[src/scg_pkg.sv]
package scg_pkg;

  localparam int unsigned CHANNELS = 256;
  localparam int unsigned ChIdxW   = $clog2(CHANNELS);
  localparam int unsigned IdxW     = 8;
  localparam int unsigned ProbW    = 25;
  localparam int unsigned ThrW     = ProbW + 2;
  localparam int unsigned CntW     = 9;
  localparam int unsigned NumRegs  = 8;
  localparam int unsigned RegIdxW  = $clog2(NumRegs);

  localparam logic [CntW-1:0] CountMax = '1;

  typedef logic [ProbW-1:0] prob_t;
  typedef logic [ThrW-1:0]  thr_t;

  typedef enum logic [RegIdxW-1:0] {
    REG_ACTIVATE        = 3'd0,
    REG_DEACTIVATE      = 3'd1,
    REG_OPEN_READY      = 3'd2,
    REG_LEAVE_READY     = 3'd3,
    REG_VOLT_RECOVER    = 3'd4,
    REG_VOLT_INACTIVATE = 3'd5,
    REG_CA_RECOVER      = 3'd6,
    REG_CA_INACTIVATE   = 3'd7
  } reg_idx_e;

  typedef enum logic [1:0] {
    LVL_CLOSED = 2'd0,
    LVL_INTER  = 2'd1,
    LVL_READY  = 2'd2,
    LVL_UNUSED = 2'd3
  } level_e;

  typedef struct packed {
    level_e level;
    logic   volt;
    logic   ca;
  } chan_state_t;

  localparam chan_state_t StateReset = '{level: LVL_CLOSED, volt: 1'b1, ca: 1'b1};

  typedef struct packed {
    chan_state_t nxt;
    logic        open;
  } upd_t;

  typedef struct packed {
    logic              en;
    logic [ChIdxW-1:0] idx;
    chan_state_t       data;
  } mem_wr_t;

endpackage

[src/scg_if.sv]
interface scg_in_if import scg_pkg::*; ();
  logic                valid;
  logic                ready;
  logic [IdxW-1:0]     channel_index;
  logic [ProbW-1:0]    draw_value;
  logic                sweep_last;

  modport source(output valid, output channel_index, output draw_value,
                 output sweep_last, input ready);
  modport sink(input valid, input channel_index, input draw_value,
               input sweep_last, output ready);
endinterface

interface scg_out_if import scg_pkg::*; ();
  logic            valid;
  logic            ready;
  logic            channel_open;
  logic [CntW-1:0] open_total;
  logic            sweep_done;

  modport source(output valid, output channel_open, output open_total,
                 output sweep_done, input ready);
  modport sink(input valid, input channel_open, input open_total,
               input sweep_done, output ready);
endinterface

interface scg_cfg_if import scg_pkg::*; ();
  logic               valid;
  logic               ready;
  logic [RegIdxW-1:0] reg_index;
  logic [ProbW-1:0]   data;

  modport source(output valid, output reg_index, output data, input ready);
  modport sink(input valid, input reg_index, input data, output ready);
endinterface

[src/scg_cfg_regs.sv]
module scg_cfg_regs import scg_pkg::*; (
  input  logic        clk_i,
  input  logic        rst_ni,
  scg_cfg_if.sink     cfg_i,
  output prob_t       probs_o [NumRegs]
);

  prob_t probs_q [NumRegs];

  assign cfg_i.ready = 1'b1;

  always_ff @(posedge clk_i or negedge rst_ni) begin
    if (!rst_ni) begin
      for (int i = 0; i < NumRegs; i++) begin
        probs_q[i] <= '0;
      end
    end else if (cfg_i.valid) begin
      probs_q[cfg_i.reg_index] <= cfg_i.data;
    end
  end

  assign probs_o = probs_q;

endmodule

[src/scg_state_mem.sv]
module scg_state_mem import scg_pkg::*; (
  input  logic              clk_i,
  input  logic              rst_ni,
  input  logic              rd_en_i,
  input  logic [ChIdxW-1:0] rd_idx_i,
  input  mem_wr_t           wr_i,
  output chan_state_t       rd_data_o
);

  chan_state_t mem [CHANNELS];
  logic [CHANNELS-1:0] vld_q;
  chan_state_t rd_q;
  chan_state_t fwd_q;
  logic        rd_vld_q;
  logic        hit_q;

  always_ff @(posedge clk_i) begin
    if (wr_i.en) begin
      mem[wr_i.idx] <= wr_i.data;
    end
    if (rd_en_i) begin
      rd_q  <= mem[rd_idx_i];
      fwd_q <= wr_i.data;
    end
  end

  // a write on the same edge as the read is not seen by the array read
  always_ff @(posedge clk_i or negedge rst_ni) begin
    if (!rst_ni) begin
      vld_q    <= '0;
      rd_vld_q <= 1'b0;
      hit_q    <= 1'b0;
    end else begin
      if (wr_i.en) begin
        vld_q[wr_i.idx] <= 1'b1;
      end
      if (rd_en_i) begin
        rd_vld_q <= vld_q[rd_idx_i];
        hit_q    <= wr_i.en && (wr_i.idx == rd_idx_i);
      end
    end
  end

  // entries never written read as the reset state
  assign rd_data_o = hit_q    ? fwd_q :
                     rd_vld_q ? rd_q  : StateReset;

endmodule

[src/scg_update.sv]
module scg_update import scg_pkg::*; (
  input  chan_state_t state_i,
  input  prob_t       rand_i,
  input  prob_t       probs_i [NumRegs],
  output upd_t        upd_o
);

  thr_t        r;
  thr_t        t_first;
  thr_t        t_base;
  thr_t        t_volt;
  thr_t        t_ca;
  logic        act_hit;
  logic        mid_hit;
  logic        volt_hit;
  logic        ca_hit;
  logic        do_avail;
  chan_state_t nxt;

  assign r = thr_t'(rand_i);

  // first activation threshold and the cumulative base for availability
  always_comb begin
    t_first = '0;
    t_base  = '0;
    unique case (state_i.level)
      LVL_CLOSED: begin
        t_first = thr_t'(probs_i[REG_ACTIVATE]);
        t_base  = t_first;
      end
      LVL_INTER: begin
        t_first = thr_t'(probs_i[REG_DEACTIVATE]);
        t_base  = t_first + thr_t'(probs_i[REG_OPEN_READY]);
      end
      LVL_READY: begin
        t_first = thr_t'(probs_i[REG_LEAVE_READY]);
        t_base  = t_first;
      end
      default: begin
        t_first = '0;
        t_base  = '0;
      end
    endcase
  end

  assign t_volt = t_base + thr_t'(state_i.volt ? probs_i[REG_VOLT_INACTIVATE]
                                               : probs_i[REG_VOLT_RECOVER]);
  assign t_ca   = t_volt + thr_t'(state_i.ca ? probs_i[REG_CA_INACTIVATE]
                                             : probs_i[REG_CA_RECOVER]);

  assign act_hit  = (r <= t_first);
  assign mid_hit  = (r <= t_base);
  assign volt_hit = (r <= t_volt);
  assign ca_hit   = (r <= t_ca);

  always_comb begin
    nxt      = state_i;
    do_avail = 1'b0;
    unique case (state_i.level)
      LVL_CLOSED: begin
        if (act_hit) nxt.level = LVL_INTER;
        else         do_avail  = 1'b1;
      end
      LVL_INTER: begin
        if (act_hit)      nxt.level = LVL_CLOSED;
        else if (mid_hit) nxt.level = LVL_READY;
        else              do_avail  = 1'b1;
      end
      LVL_READY: begin
        if (act_hit) nxt.level = LVL_INTER;
        else         do_avail  = 1'b1;
      end
      default: begin
        do_avail = 1'b0;
      end
    endcase
    if (do_avail) begin
      if (volt_hit) begin
        nxt.volt = !state_i.volt;
      end else if (ca_hit) begin
        nxt.ca = !state_i.ca;
      end
    end
  end

  assign upd_o.nxt  = nxt;
  assign upd_o.open = (nxt.level == LVL_READY) && nxt.volt && nxt.ca;

endmodule

[src/stochastic_channel_gating_step_unit.sv]
// path: an accepted beat is registered in stage one, then in the output register
// throughput: one beat per cycle while out_o.ready holds; the state read issued
// at acceptance is written back when the beat leaves stage one, forwarded on a back to back hit
// reset: probability registers and the open count go to zero, and every
// channel reads as closed with both availability bits set until first written
module stochastic_channel_gating_step_unit import scg_pkg::*; (
  input  logic     clk_i,
  input  logic     rst_ni,
  scg_cfg_if.sink  cfg_i,
  scg_in_if.sink   in_i,
  scg_out_if.source out_o
);

  prob_t       probs [NumRegs];
  chan_state_t cur_state;
  upd_t        upd;
  mem_wr_t     wr;

  logic              s1_vld_q;
  logic [IdxW-1:0]   s1_idx_q;
  prob_t             s1_rand_q;
  logic              s1_last_q;
  logic [CntW-1:0]   cnt_q;
  logic [CntW-1:0]   cnt_inc;
  logic              out_vld_q;
  logic              out_open_q;
  logic [CntW-1:0]   out_total_q;
  logic              out_done_q;

  logic out_free;
  logic s1_adv;
  logic in_acc;
  logic in_range;
  logic open_eff;

  scg_cfg_regs u_cfg (
    .clk_i   (clk_i),
    .rst_ni  (rst_ni),
    .cfg_i   (cfg_i),
    .probs_o (probs)
  );

  assign out_free   = !out_vld_q || out_o.ready;
  assign s1_adv     = s1_vld_q && out_free;
  assign in_i.ready = !s1_vld_q || out_free;
  assign in_acc     = in_i.valid && in_i.ready;

  assign in_range = (32'(s1_idx_q) < CHANNELS);

  assign wr.en   = s1_adv && in_range;
  assign wr.idx  = s1_idx_q[ChIdxW-1:0];
  assign wr.data = upd.nxt;

  scg_state_mem u_mem (
    .clk_i     (clk_i),
    .rst_ni    (rst_ni),
    .rd_en_i   (in_acc),
    .rd_idx_i  (in_i.channel_index[ChIdxW-1:0]),
    .wr_i      (wr),
    .rd_data_o (cur_state)
  );

  scg_update u_upd (
    .state_i (cur_state),
    .rand_i  (s1_rand_q),
    .probs_i (probs),
    .upd_o   (upd)
  );

  // count saturates
  assign open_eff = in_range && upd.open;
  assign cnt_inc  = (open_eff && (cnt_q != CountMax)) ? cnt_q + CntW'(1) : cnt_q;

  always_ff @(posedge clk_i) begin
    if (in_acc) begin
      s1_idx_q  <= in_i.channel_index;
      s1_rand_q <= in_i.draw_value;
      s1_last_q <= in_i.sweep_last;
    end
    if (s1_adv) begin
      out_open_q  <= open_eff;
      out_total_q <= cnt_inc;
      out_done_q  <= s1_last_q;
    end
  end

  always_ff @(posedge clk_i or negedge rst_ni) begin
    if (!rst_ni) begin
      s1_vld_q  <= 1'b0;
      out_vld_q <= 1'b0;
      cnt_q     <= '0;
    end else begin
      if (in_acc) begin
        s1_vld_q <= 1'b1;
      end else if (s1_adv) begin
        s1_vld_q <= 1'b0;
      end
      if (s1_adv) begin
        out_vld_q <= 1'b1;
        cnt_q     <= s1_last_q ? '0 : cnt_inc;
      end else if (out_o.ready) begin
        out_vld_q <= 1'b0;
      end
    end
  end

  assign out_o.valid        = out_vld_q;
  assign out_o.channel_open = out_open_q;
  assign out_o.open_total   = out_total_q;
  assign out_o.sweep_done   = out_done_q;

endmodule
[src/flat_wrapper.sv]
// flat-port wrapper written by rule: the top's interface ports become plain ports
module stochastic_channel_gating_step_unit_flat import scg_pkg::*;
  (clk_i, rst_ni, cfg_i_valid, cfg_i_reg_index, cfg_i_data, cfg_i_ready, in_i_valid, in_i_channel_index, in_i_draw_value, in_i_sweep_last, in_i_ready, out_o_valid, out_o_channel_open, out_o_open_total, out_o_sweep_done, out_o_ready);
  scg_cfg_if cfg_i_i ();
  scg_in_if in_i_i ();
  scg_out_if out_o_i ();
  input  logic clk_i;
  input  logic rst_ni;
  input wire logic [$bits(cfg_i_i.valid)-1:0] cfg_i_valid;
  input wire logic [$bits(cfg_i_i.reg_index)-1:0] cfg_i_reg_index;
  input wire logic [$bits(cfg_i_i.data)-1:0] cfg_i_data;
  output wire logic [$bits(cfg_i_i.ready)-1:0] cfg_i_ready;
  input wire logic [$bits(in_i_i.valid)-1:0] in_i_valid;
  input wire logic [$bits(in_i_i.channel_index)-1:0] in_i_channel_index;
  input wire logic [$bits(in_i_i.draw_value)-1:0] in_i_draw_value;
  input wire logic [$bits(in_i_i.sweep_last)-1:0] in_i_sweep_last;
  output wire logic [$bits(in_i_i.ready)-1:0] in_i_ready;
  output wire logic [$bits(out_o_i.valid)-1:0] out_o_valid;
  output wire logic [$bits(out_o_i.channel_open)-1:0] out_o_channel_open;
  output wire logic [$bits(out_o_i.open_total)-1:0] out_o_open_total;
  output wire logic [$bits(out_o_i.sweep_done)-1:0] out_o_sweep_done;
  input wire logic [$bits(out_o_i.ready)-1:0] out_o_ready;
  assign cfg_i_i.valid = cfg_i_valid;
  assign cfg_i_i.reg_index = cfg_i_reg_index;
  assign cfg_i_i.data = cfg_i_data;
  assign cfg_i_ready = cfg_i_i.ready;
  assign in_i_i.valid = in_i_valid;
  assign in_i_i.channel_index = in_i_channel_index;
  assign in_i_i.draw_value = in_i_draw_value;
  assign in_i_i.sweep_last = in_i_sweep_last;
  assign in_i_ready = in_i_i.ready;
  assign out_o_valid = out_o_i.valid;
  assign out_o_channel_open = out_o_i.channel_open;
  assign out_o_open_total = out_o_i.open_total;
  assign out_o_sweep_done = out_o_i.sweep_done;
  assign out_o_i.ready = out_o_ready;
  stochastic_channel_gating_step_unit u_core (.clk_i(clk_i), .rst_ni(rst_ni), .cfg_i(cfg_i_i), .in_i(in_i_i), .out_o(out_o_i));
endmodule
[config.mk]
export PLATFORM = sky130hd
export DESIGN_NAME = stochastic_channel_gating_step_unit_flat
export DESIGN_NICKNAME = d
export VERILOG_FILES = /design/src/scg_pkg.sv /design/src/scg_if.sv /design/src/scg_cfg_regs.sv /design/src/scg_state_mem.sv /design/src/scg_update.sv /design/src/stochastic_channel_gating_step_unit.sv /design/src/flat_wrapper.sv
export SDC_FILE = /design/constraint.sdc
export NUM_CORES = 2
export LEC_CHECK = 0
export BUFFER_PORTS_ARGS = -buffer_cell sky130_fd_sc_hd__buf_2
export CAP_MARGIN = 20
export CORE_MARGIN = 3
export CORE_UTILIZATION = 57
export CTS_CLUSTER_DIAMETER = 50
export DETAILED_ROUTE_END_ITERATION = 10
export HOLD_SLACK_MARGIN = 0.1
export MAX_ROUTING_LAYER = met4
export PLACE_DENSITY = 0.76
export SYNTH_ARGS = -nofsm -noshare
export SYNTH_HDL_FRONTEND = slang
export SYNTH_SLANG_ARGS = --single-unit
[constraint.sdc]
create_clock -name clk_i -period 16.14 [get_ports clk_i]
set_clock_uncertainty 0.05 [all_clocks]
set_input_delay 4.035 -clock clk_i [delete_from_list [all_inputs] [get_ports clk_i]]
set_output_delay 4.035 -clock clk_i [all_outputs]
set_load 0.02 [all_outputs]
==> Word-level counts from Yosys, hierarchy flattened <==
Memories as Yosys holds them, arrays and structs flattened. A register that Yosys moved wholly into a read port is not among the register bits.
Index checks and enable logic that the tools add are counted.
Widths: inputs -> output; s select.
{ "classes": {"add_sub_neg": 4, "n_lt_le_gt_ge": 9, "n_eq_ne": 5, "n_mux": 33, "bitwise": 2, "n_reduce_logical": 18} }
{ "op_table": {"columns": ["op", "n"], "rows": [
  ["$or 256x256->256", 1],
  ["$bwmux 200", 1],
  ["$le 25x27->1", 4],
  ["$pmux 27 s3", 1],
  ["$demux 25 s3", 1],
  ["$mux 25", 3],
  ["$pmux 25 s3", 1],
  ["$add 27x25->27", 2],
  ["$add 25x25->26", 1],
  ["$lt 8x9->1 const B", 2],
  ["$mux 9", 2],
  ["$mux 1", 14],
  ["$add 9x1->9 const B", 1],
  ["$ne 9x9->1 const B", 1],
  ["$bmux 1 s8", 1],
  ["$demux 1 s8", 1],
  ["$eq 8x8->1", 1],
  ["$ge 8x1->1 const B", 1],
  ["$logic_and 1x1->1", 8],
  ["$mux 2", 4],
  ["$mux 4", 2],
  ["$eq 2x2->1 const B", 2],
  ["$ge 4x4->1 const B", 1],
  ["$logic_not 1->1", 4],
  ["9 further kinds", 11]
]} }
{ "word_totals": {"regBits": 518, "ram_bits": 1024, "in_bits": 67, "out_inout_bits": 14, "word_cells": 95, "mem_count": 1} }
{ "mem_list": {"columns": ["name", "words", "width", "read_ports", "rd_clocked_by_memory_dff", "wr", "line", "source"], "rows": [
  ["u_core.u_mem.mem", 256, 4, 1, 1, 1, "scg_state_mem.sv:10", "chan_state_t mem [CHANNELS];"]
]} }

==> Depth between registers and ports, before layout <==
{ "depth": {"depth_word": 15, "mapped_depth": 49, "ltp_nobuf": 46} }

==> Modules after synthesis <==
From an unflattened synthesis, not the netlist that was laid out.
{ "unflattened": {"hier_cells": 4335, "area_unflattened_um2": 68036.5} }
{ "modules_own_cells": {"columns": ["module", "n_inst", "cells_per_inst", "area_per_inst_um2", "seq_area_each_um2"], "rows": [
  ["scg_state_mem", 1, 2730, 50601.0, 37445.9],
  ["scg_update", 1, 1056, 7831.3, 0.0],
  ["scg_cfg_regs", 1, 433, 7538.5, 5004.8],
  ["stochastic_channel_gating_step_unit", 1, 116, 2065.7, 1626.6]
]} }

==> Worst setup path before layout <==
OpenSTA, ideal clock, no wires.
{ "synth_timing": {"path_type": "reg2reg", "startpoint": "register u_core.u_cfg.probs_q, in the netlist u_core.u_cfg.probs_o[150]", "endpoint": "register u_core.u_mem.fwd_q[0] in the netlist's numbering (data pin)", "setup_time_ns": 1.530, "arrival_ns": 13.871, "t_required_ns": 14.560, "path_slack_ns": 0.690, "path_stages_with_launch": 43, "path_buffers": 0, "synth_period_minus_slack_ns": 15.450, "cell_sequence": "dfrtp_1 > ha_1 > inv_1 > fa_1 > nor2b_1 > o21ai_0 > a21boi_0 > o21ai_0 > a21boi_0 > or2_2 > a21oi_1 > xnor2_1 > a21oi_1 > inv_1 > ha_1 > nand3_1 > nor4_1 > nor3_1 > [7 not listed] > o31a_1 > a31oi_1 > maj3_2 > o31ai_4 > maj3_1 > a21oi_1 > o21ai_0 > maj3_1 > a21oi_1 > xor2_1 > ha_1 > nand4_1 > nor2_1 > o31ai_1 > a211o_1 > a311o_1 > nand3b_1 > xor2_1"} }
{ "synth_lines": {"columns": ["item", "line", "source"], "rows": [
  ["from (decl)", "scg_cfg_regs.sv:8", "prob_t probs_q [NumRegs];"],
  ["from (signal, indexed assignment)", "scg_cfg_regs.sv:18", "probs_q[cfg_i.reg_index] <= cfg_i.data;"],
  ["to (signal assigned)", "scg_state_mem.sv:23", "fwd_q <= wr_i.data;"],
  ["to (decl)", "scg_state_mem.sv:13", "chan_state_t fwd_q;"]
]} }

==> metrics.log <==
INFO  metric worst_slack_on_hold_paths = 409.3 ps
INFO  metric status = finished, final reports clean
INFO  metric mappedNetlistArea = 0.06738 sq mm
INFO  metric slew_violations = 0
INFO  metric worst_skew_pair.late_latency = 800 ps
INFO  metric pwr_density_cell = 157.2 mW/mm^2
INFO  metric cp_data_required_time = 16530 ps
INFO  metric synthXorXnorAreaFrac = 1.090%
INFO  metric drt_first_iter_violations = 4357
INFO  metric mappedNetlistNets = 4253
INFO  metric hold_viol = 0
INFO  metric path_clk_slew = 60 ps
INFO  metric power_frac_comb = 25.0%
INFO  metric internal_power = 8.313 mW
INFO  metric rows = 125
INFO  metric post_route_cells_drive_above_1_share = 31.66%
INFO  metric syn-mean-instance-area = 16.78 sq um
INFO  metric area_growth_from_synthesis_to_layout = 11.67%
INFO  metric synth_flop_cell = sky130_fd_sc_hd__edfxtp_1
INFO  metric die_y = 349.8 microns
INFO  metric clock_power_share = 32.5%
INFO  metric gr-total-overflow = 0
INFO  metric setup_ws = 5621 ps
INFO  metric holdCritPathClass = reg2reg
INFO  metric reg2reg_depth = 44
INFO  metric total_power = 11.83 mW
INFO  metric slowest_stage = sky130_fd_sc_hd__buf_4
INFO  metric tritoncts = built
INFO  metric cts-resized-gates = 0
INFO  metric beginning_of_the_critical_path = u_core.u_cfg.probs_o[150]
INFO  metric synthDominantCellAreaShare = 48.00%
INFO  metric ff_latch_area = 0.04408 sq mm
INFO  metric drc = 0
INFO  metric clock_sinks = 1546
INFO  metric cts.hold.buffers_added = 0
INFO  metric synth_most_common_cell = sky130_fd_sc_hd__edfxtp_1
INFO  metric area_contributors_post_synth = sky130_fd_sc_hd__edfxtp_1 48%, sky130_fd_sc_hd__dfrtp_1 17%, sky130_fd_sc_hd__mux4_2 14%
INFO  metric largest_family_of_logic_cells_by_synthesized_area = multiplexers
INFO  metric worst_path_largest_cell_delay = 700 ps
INFO  metric vias_in_the_first_global_route = 38691
INFO  metric timing.setup.tns = 0 ps
INFO  metric synth_enable_flop_cells = 1077
INFO  metric synth-simple-area-share = 6.503%
INFO  metric pin_count_of_the_biggest_net_entering_global_routing = 258
INFO  metric cell_type_contributing_the_most_total_cell_area_after_synthesis = sky130_fd_sc_hd__edfxtp_1
INFO  metric crit_arrival = 10910 ps
INFO  metric count_of_state_elements_after_synthesis = 1546
INFO  metric async_flop_share = 30.34%
INFO  metric crit_type = reg2reg
INFO  metric maximum_clock_insertion_buffer_count = 3
INFO  metric yosysWarnings = 0
INFO  metric fp.coreArea = 0.1167 sq mm
INFO  metric cts-root-buf = sky130_fd_sc_hd__clkbuf_16
INFO  metric crit_top_cell = sky130_fd_sc_hd__a21oi_1
INFO  metric route.detailed.wl_per_inst = 27.69 microns
INFO  metric critical-path-top-delay-family = compound AO/OA/AOI/OAI gates
INFO  metric post_cts_buffers = 0
INFO  metric hold-path-cell-count = 1
INFO  metric finalCritPeriodShare = 65.17%
INFO  metric h-tree-depth = 4
INFO  metric detailedPlacementHpwl = 98780 microns
INFO  metric drt-pass1-iter-count = 6
INFO  metric place_area = 0.06960 sq mm
INFO  metric drt-vias-per-instance = 6.417
INFO  metric finalSetupViolCount = 0
INFO  metric power.share.sequential = 42.5%
INFO  metric hold_path_end = u_core.u_mem.vld_q[201]
INFO  metric gate_count_after_technology_mapping = 4016
INFO  metric postLayoutCoreUtil = 64.49%
INFO  metric ys_top_cells_by_count = 1077 x sky130_fd_sc_hd__edfxtp_1, 469 x sky130_fd_sc_hd__dfrtp_1, 425 x sky130_fd_sc_hd__mux4_2
INFO  metric slew_limit_headroom = 19.75%
INFO  metric grt_antenna_before_repair = 7
INFO  metric synth_seq_area_share = 65.42%
INFO  metric max-vdd-ir-drop = 199.2 uV
INFO  metric min-delay-start = u_core.u_mem.vld_q[201]
INFO  metric reg2reg_launch_point = u_core.u_cfg.probs_o[150]
INFO  metric final.fill_count = 7848
INFO  metric synth_cell_type_count = 86
INFO  metric r2r_slack = 5620 ps
INFO  metric start_kind = flip-flop
INFO  metric cp_max_fo = 93
INFO  metric dp_cells = 5497
INFO  metric endpoint_kind = flip-flop
INFO  metric worstMarginPinSlew = 1204 ps
INFO  metric die_width = 349.8 microns
INFO  metric grt_first_pass_wirelength = 247000 microns
INFO  metric final-instance-count-excl-fill = 5812
INFO  metric port-buffer-count = 79
INFO  metric netSwitchingFraction = 29.70%
INFO  metric multi_input_comb_area = 0.02241 sq mm
INFO  metric p_switching = 3.513 mW
INFO  metric ant_nets = 0
INFO  metric leakage_power = 28.29 nW
INFO  metric design.die.area = 0.1224 sq mm
INFO  metric vias = 37293
INFO  metric final_nets = 4377
INFO  metric route.final.wire_length = 160900 microns
INFO  metric initial_core_util = 57.75%
INFO  metric synth_adder_area_share = 3.296%
INFO  metric crit_path_buffers_inverters = 4
INFO  metric rsz0062_at_grt = false
INFO  metric layout.cell_area.non_filler = 0.07524 sq mm
INFO  metric fmax = 0.09507 GHz
INFO  metric drv_cap = 0
INFO  metric r2r-end = u_core.u_mem.mem[40][0]
INFO  metric cts_inserted_buffers = 162
INFO  metric place_ws = 5068 ps
INFO  metric grt_util_all_layers = 27.82%
INFO  metric min_period = 10520 ps
INFO  metric gp_congestion = 0.9353
INFO  metric io_pins = 81
INFO  metric synth.mux.area_fraction = 18.49%
INFO  metric compound_gate_fraction_of_synth_area = 3.692%
==> placed cells by master, fill, tap and decap left out, drive strengths merged, types with 132 or more instances in the layout <==
cell,instances
ha,167
mux4,425
nor2,326
a21oi,146
clkbuf,211
nand2,132
dfrtp,469
or2,265
buf,138
edfxtp,1077
mux2,246
==> state kept, by name, indices dropped and copies added, names as in the netlist, 4 cells and up <==
signal                   flops
u_core.cnt_q                 9
u_core.out_o.open_total      9
u_core.s1_idx_q              8
u_core.s1_rand_q            25
u_core.u_cfg.probs_o       200
u_core.u_mem.fwd_q           4
u_core.u_mem.mem          1024
u_core.u_mem.rd_q            4
u_core.u_mem.vld_q         256
==> kinds of logic (layout without fill, tap and decap cells) <==
kind of cell               after synthesis  in the layout
and+or+nand+nor                        888            888
adders and majority gates              177            177
xor gates and xnor gates                83             83
other                                    1              9
DFF                                   1546           1546
muxes                                  683            683
buffers and inverters                  262            526
AOI/OAI and AO/OA                      376            376
==> worst register-to-register path: cells and delay by family, from the launching register on <==
family          cells  cell delay (ps)
buf+inv             4             1120
compound gates     17             3080
flops               1              370
fa+ha+maj           8             2610
xor+xnor            4              830
simple gates       11             2030
==> layout make-up <==
class | count | area share (%)
clock inverter | 93 | 1.518
clock buffer | 211 | 5.860
inverter | 84 | 0.4190
timing repair buffer | 138 | 1.285
sequential | 1546 | 58.58
antenna | 8 | 0.02661
tap | 1524 | 2.534
multi-input combinational | 2208 | 29.78
==> layer usage <==
layer	share of wire, %	global-route usage (%)	vias up
met4	3.2	9.073	0
met5	0	-	-
li1	-	-	15820
met1	40	37.02	19443
met2	50	44.24	1702
met3	7.6	4.919	328
==> how the worst max path moves through the flow <==
stage / to / slack [ps] / depth (start not counted)
2_1_floorplan: u_core.u_mem.fwd_q[0] / 690 / 42
3_3_place_gp: u_core.u_mem.mem[232][0] / 5380 / 43
3_5_place_dp: u_core.u_mem.mem[249][0] / 5070 / 43
4_1_cts: u_core.u_mem.mem[233][0] / 4950 / 43
5_1_grt: u_core.u_mem.mem[40][0] / 4840 / 44
6_report: u_core.u_mem.mem[40][0] / 5620 / 44
==> power by group through the flow <==
stage | clock, mW | sequential [mW] | combinational (mW)
after floorplan | 0 | 5.27 | 2.08
after global placement | 0 | 5.09 | 2.84
after detailed placement | 0 | 5.10 | 2.91
after CTS | 3.90 | 5.02 | 2.93
after global routing | 4.06 | 5.05 | 3.27
final | 3.85 | 5.02 | 2.95
Power figures use the tool's default switching activity.
